## config.mk

```make
export PLATFORM = sky130hd
export DESIGN_NAME = pirc_ram
export DESIGN_NICKNAME = d
export VERILOG_FILES = /design/src/rtl/priority_ip_range_classifier_core_assert.svh /design/src/rtl/pirc_ram.sv
export SDC_FILE = /design/constraint.sdc
export NUM_CORES = 2
export LEC_CHECK = 0
export BUFFER_PORTS_ARGS = -buffer_cell sky130_fd_sc_hd__buf_2
export CAP_MARGIN = 20
export CORE_MARGIN = 1
export CORE_UTILIZATION = 58
export DETAILED_ROUTE_END_ITERATION = 8
export PLACE_DENSITY = 0.85
export SLEW_MARGIN = 20
export SYNTH_ARGS = -nofsm -noshare
export SYNTH_HDL_FRONTEND = slang
export SYNTH_SLANG_ARGS = --single-unit
export TNS_END_PERCENT = 20
```

## constraint.sdc

```tcl
create_clock -name clk_i -period 5.2 [get_ports clk_i]
set_clock_uncertainty 0.1 [all_clocks]
set_input_delay 0.52 -clock clk_i [delete_from_list [all_inputs] [get_ports clk_i]]
set_output_delay 0.52 -clock clk_i [all_outputs]
set_load 0.005 [all_outputs]
```

## src/rtl/priority_ip_range_classifier_core_assert.svh

```systemverilog
// Assertion macros for the priority IP range classifier.
// Expects clk_i and rst_ni in the scope of each use.
`ifndef PRIORITY_IP_RANGE_CLASSIFIER_CORE_ASSERT_SVH
`define PRIORITY_IP_RANGE_CLASSIFIER_CORE_ASSERT_SVH

// same-cycle implication
`define PIRC_ASSERT_IMPL(lbl, ante, cons, msg) \
  lbl: assert property (@(posedge clk_i) disable iff (!rst_ni) (ante) |-> (cons)) \
    else $error(msg);

// next-cycle implication
`define PIRC_ASSERT_NEXT(lbl, ante, cons, msg) \
  lbl: assert property (@(posedge clk_i) disable iff (!rst_ni) (ante) |=> (cons)) \
    else $error(msg);

`endif

```

## src/rtl/pirc_ram.sv

```systemverilog
// Generic single-write, single-read RAM with registered read data.
// No dependencies.
`timescale 1ns / 1ps

module pirc_ram #(
  parameter int unsigned WIDTH = 32,
  parameter int unsigned DEPTH = 64,
  localparam int unsigned AddrBits = (DEPTH > 1) ? $clog2(DEPTH) : 1
) (
  input  logic                 clk_i,
  input  logic                 we_i,
  input  logic [AddrBits-1:0]  waddr_i,
  input  logic [WIDTH-1:0]     wdata_i,
  input  logic [AddrBits-1:0]  raddr_i,
  output logic [WIDTH-1:0]     rdata_o
);

  logic [WIDTH-1:0] mem_q [DEPTH];
  logic [WIDTH-1:0] rdata_q;

  always_ff @(posedge clk_i) begin
    if (we_i) begin
      mem_q[waddr_i] <= wdata_i;
    end
    rdata_q <= mem_q[raddr_i];
  end

  assign rdata_o = rdata_q;

endmodule

```

### After elaboration in Yosys (flattened, before gate mapping)

Memories as Yosys holds them, arrays and structs flattened. A register that Yosys moved wholly into a read port is not among the register bits.
Index checks and enable logic that the tools add are counted.

| cells by class | value |
|---|---|
| multiplexer cells | 2 |

Operators by type and width:

| cell | count |
|---|---|
| 2-to-1 mux 1 bit | 2 |

| word-level totals | value |
|---|---|
| register bits after elaboration | 0 |
| bits in writable memories | 2,048 |
| output and inout bits | 32 |
| word-level logic and storage cells | 3 |
| memories | 1 |

Memories:

| memory | words | bits a word | read ports | clocked after Yosys merged registers in | write ports | RTL line | RTL |
|---|---|---|---|---|---|---|---|
| mem_q | 64 | 32 | 1 | 1 | 1 | pirc_ram.sv:18 | `logic [WIDTH-1:0] mem_q [DEPTH];` |

### Longest topological paths before layout

| depth | value |
|---|---|
| depth after elaboration | 2 |
| gate-level depth with buffers | 10 |
| depth with buffers taken out | 5 |

### Worst setup path after synthesis

No wires, ideal clock.

| timing | value |
|---|---|
| kind | input to register |
| start | in waddr_i[3] |
| end | mem mem_q[48][0] (enable) |
| arrival | 3.219 ns |
| path slack | 1.420 ns |
| stages on the path | 4 |
| cell sequence | clkbuf_1 -> nor2b_1 -> nand4b_1 -> nor3_1 |

RTL lines:

| what | RTL line | RTL |
|---|---|---|
| start, declared | pirc_ram.sv:12 | `input logic [AddrBits-1:0] waddr_i,` |
| end, declared | pirc_ram.sv:18 |  |

No word-level cell before the write port.

==> results.sh <==
export IMPL_async_flop_share_pct=0
export IMPL_grt_pass1_wl_mm=321
export IMPL_cp_max_fo=54
export IMPL_vias=41100
export IMPL_synth_top_cell_by_area="edfxtp_1"
export IMPL_ant_nets=0
export IMPL_drt_iter0_markers=8505
export IMPL_finalCriticalPeriod_ps=3180
export IMPL_synthesis_area_sq_um=78500
export IMPL_ir_worst_vdd_uv=301
export IMPL_grt_pass1_vias=41400
export IMPL_power_switching_w=0.00758
export IMPL_maxSlewViolCount=0
export IMPL_grt_usage_pct=34.2
export IMPL_yosys_warnings=0
export IMPL_worstSetupPathType="in2reg"
export IMPL_ys_seq_area_share_pct=79.1
export IMPL_relSlewSlack_pct=19.5
export IMPL_chipHeight_um=370
export IMPL_synth_top_area_share_pct=78.3
export IMPL_routed_wl_mm=233
export IMPL_finalNetCount=3592
export IMPL_vias_per_cell=7.49
export IMPL_path_clk_slew_ps=70
export IMPL_synth_nets=3370
export IMPL_fmax_mhz=314
export IMPL_clkPwrFrac_pct=41.0
export IMPL_ys_types=34
export IMPL_cp_arrival_ps=3740
export IMPL_rsz0062_at_grt="no"
export IMPL_crit_path_frequent_cell="mux4_2"
export IMPL_power_density_nw_per_um2=392
export IMPL_numCtsBuffers=188
export IMPL_ys_ff_latch=2080
export IMPL_ioPinCount=78
export IMPL_port_buffers=77
export IMPL_hpwl_mm=115
export IMPL_p_int_w=0.0270
export IMPL_fp_dieW_um=370
export IMPL_cts_root_buf="clkbuf_16"
export IMPL_drive_above_1_share_pct=29.8
export IMPL_place_congestion=0.826
export IMPL_switching_share_pct=21.9
export IMPL_insertion_delay_ps=820
export IMPL_crit_chain="buf_8 > buf_4 > mux4_2 > mux4_2 > o22ai_1 > nor2_1"
export IMPL_placedInstanceArea_sq_um=81900
export IMPL_tightest_slew_ps=1210
export IMPL_grt_max_degree=85
export IMPL_dr_pass1_iters=9
export IMPL_cap_violations=0
export IMPL_cts_max_path_buffers=3
export IMPL_tns_ps=0
export IMPL_hold_viol=0
export IMPL_slowest_stage="o22ai_1"
export IMPL_routedWlPerCell_um=42.4
export IMPL_synth_ff_type="edfxtp_1"
export IMPL_critPathRequiredTime_ps=5760
export IMPL_antenna_found_initial=14
export IMPL_fillerInstances=7476
export IMPL_synthTopCellsByArea="edfxtp_1 (78%), mux4_2 (16%), mux2i_1 (1.2%)"
export IMPL_synthTopCellsByCount="edfxtp_1 (2048), mux4_2 (544), nor2_1 (137)"
export IMPL_synthCells=3324
export IMPL_cts_hold_buf=0
export IMPL_row_count=134
export IMPL_start_util_pct=58.6
export IMPL_clock_sinks=2080
export IMPL_max_stage_delay_ps=670
export IMPL_drc=9
export IMPL_whs_ps=156
export IMPL_synth_edf_count=2048
export IMPL_cts_tree="built"
export IMPL_critical_path_top_delay_family="multiplexers"
export IMPL_status="finished, violations left"
export IMPL_die_area_sq_um=137000
export IMPL_crit_path_end_kind="register"
export IMPL_final_area_sq_um=88200
export IMPL_p_seq_share_pct=53.9
export IMPL_fin_crit_sh_pct=61.2
export IMPL_combPwrFrac_pct=5.1
export IMPL_overflow=0
export IMPL_htreeDepth=4
export IMPL_cts_setup_buffers=0
export IMPL_synth_most_common_cell="edfxtp_1"
export IMPL_postCtsResizedCells=0
export IMPL_startpoint_type="input pin"
export IMPL_area_growth_pct=12.3
export IMPL_syn_avg_cell_area_sq_um=23.6
export IMPL_core_sq_um=134000
export IMPL_p_leak_nw=27.5
export IMPL_min_path_type="in2reg"
export IMPL_failed_checks="design-rule violations"
export IMPL_setup_viol=0
export IMPL_path_buf_inv=2
==> logic make-up (layout without fill, tap and decap cells) <==
group	after synthesis	in the layout	synth area share, %
flops	2080	2080	79.1
buf+inv	182	559	1.13
simple gates	223	223	1.27
other cells	0	13	0
mux	637	637	16.8
compound gates	202	202	1.67
==> final cells by class <==
class                           count  area [sq um]  area share [%]
Antenna cell                       13          32.5          0.0369
Clock buffer                      246          5120            5.80
Multi-Input combinational cell   1062         16000            18.1
Clock inverter                     99           990            1.12
Tap cell                         1768          2210            2.51
Timing Repair Buffer              214          1690            1.92
Sequential cell                  2080         62100            70.5
==> registers in the layout, indices dropped and copies added, names as in the netlist <==
signal   cells
mem_q     2048
rdata_o     32
==> cells in the final DEF (no fill, tap or decap), types with 6 or more instances in the layout <==
cell,netlist,routed
a21oi_1,62,62
a22oi_1,12,12
a311oi_1,8,8
buf_12,0,13
buf_2,57,48
buf_4,25,149
bufinv_16,0,18
clkbuf_1,74,42
clkbuf_16,0,191
clkbuf_8,0,13
clkinv_1,0,30
clkinv_2,0,33
clkinvlp_4,0,7
dfxtp_1,32,32
diode_2,0,13
edfxtp_1,2048,2048
inv_6,0,6
mux2i_1,93,93
mux4_2,544,544
nand2_1,26,26
nand2b_1,8,6
nor2_1,137,75
nor2_4,0,62
nor2b_1,15,15
o221ai_1,27,27
o22ai_1,84,84
==> power by group through the flow <==
stage	combinational [W]	clock (W)	sequential, W
floorplan	0.000903	0	0.0190
global placement	0.00156	0	0.0190
detailed placement	0.00163	0	0.0190
CTS	0.00170	0.0141	0.0187
global route	0.00178	0.0147	0.0187
finish	0.00175	0.0142	0.0187
==> per-stage QoR <==
stage / total power (W) / setup WS (ps) / util (%) / std cells
6_report: 0.0346 / 2020 / 65.8 / 5482
4_1_cts: 0.0345 / 2150 / 65.7 / 5466
2_1_floorplan: 0.0199 / 1420 / - / 3324
3_3_place_gp: 0.0206 / 1370 / 61.1 / 5121
3_5_place_dp: 0.0206 / 1380 / 61.1 / 5121
5_1_grt: 0.0351 / 2020 / 65.8 / 5472
==> path summary, 6_finish.rpt <==
kind / start / endpoint / slack [ps] / depth (start not counted)
worst max-delay path: raddr_i[0] / rdata_o[18] / 2020 / 6
worst min-delay path: wdata_i[6] / mem_q[47][6] / 160 / 1
worst max register to register: mem_q[16][6] / rdata_o[6] / 2520 / 4
worst min register to register: mem_q[29][4] / rdata_o[4] / 650 / 4
==> layer usage <==
metal | vias to the layer above | track usage [%] | wire [um]
met5 | - | 0 | 86
met4 | 14 | 21.0 | 17500
met3 | 1047 | 9.18 | 34200
met2 | 4569 | 53.5 | 110000
met1 | 20700 | 43.3 | 71000
li1 | 14700 | - | -
Power figures use the tool's default switching activity.
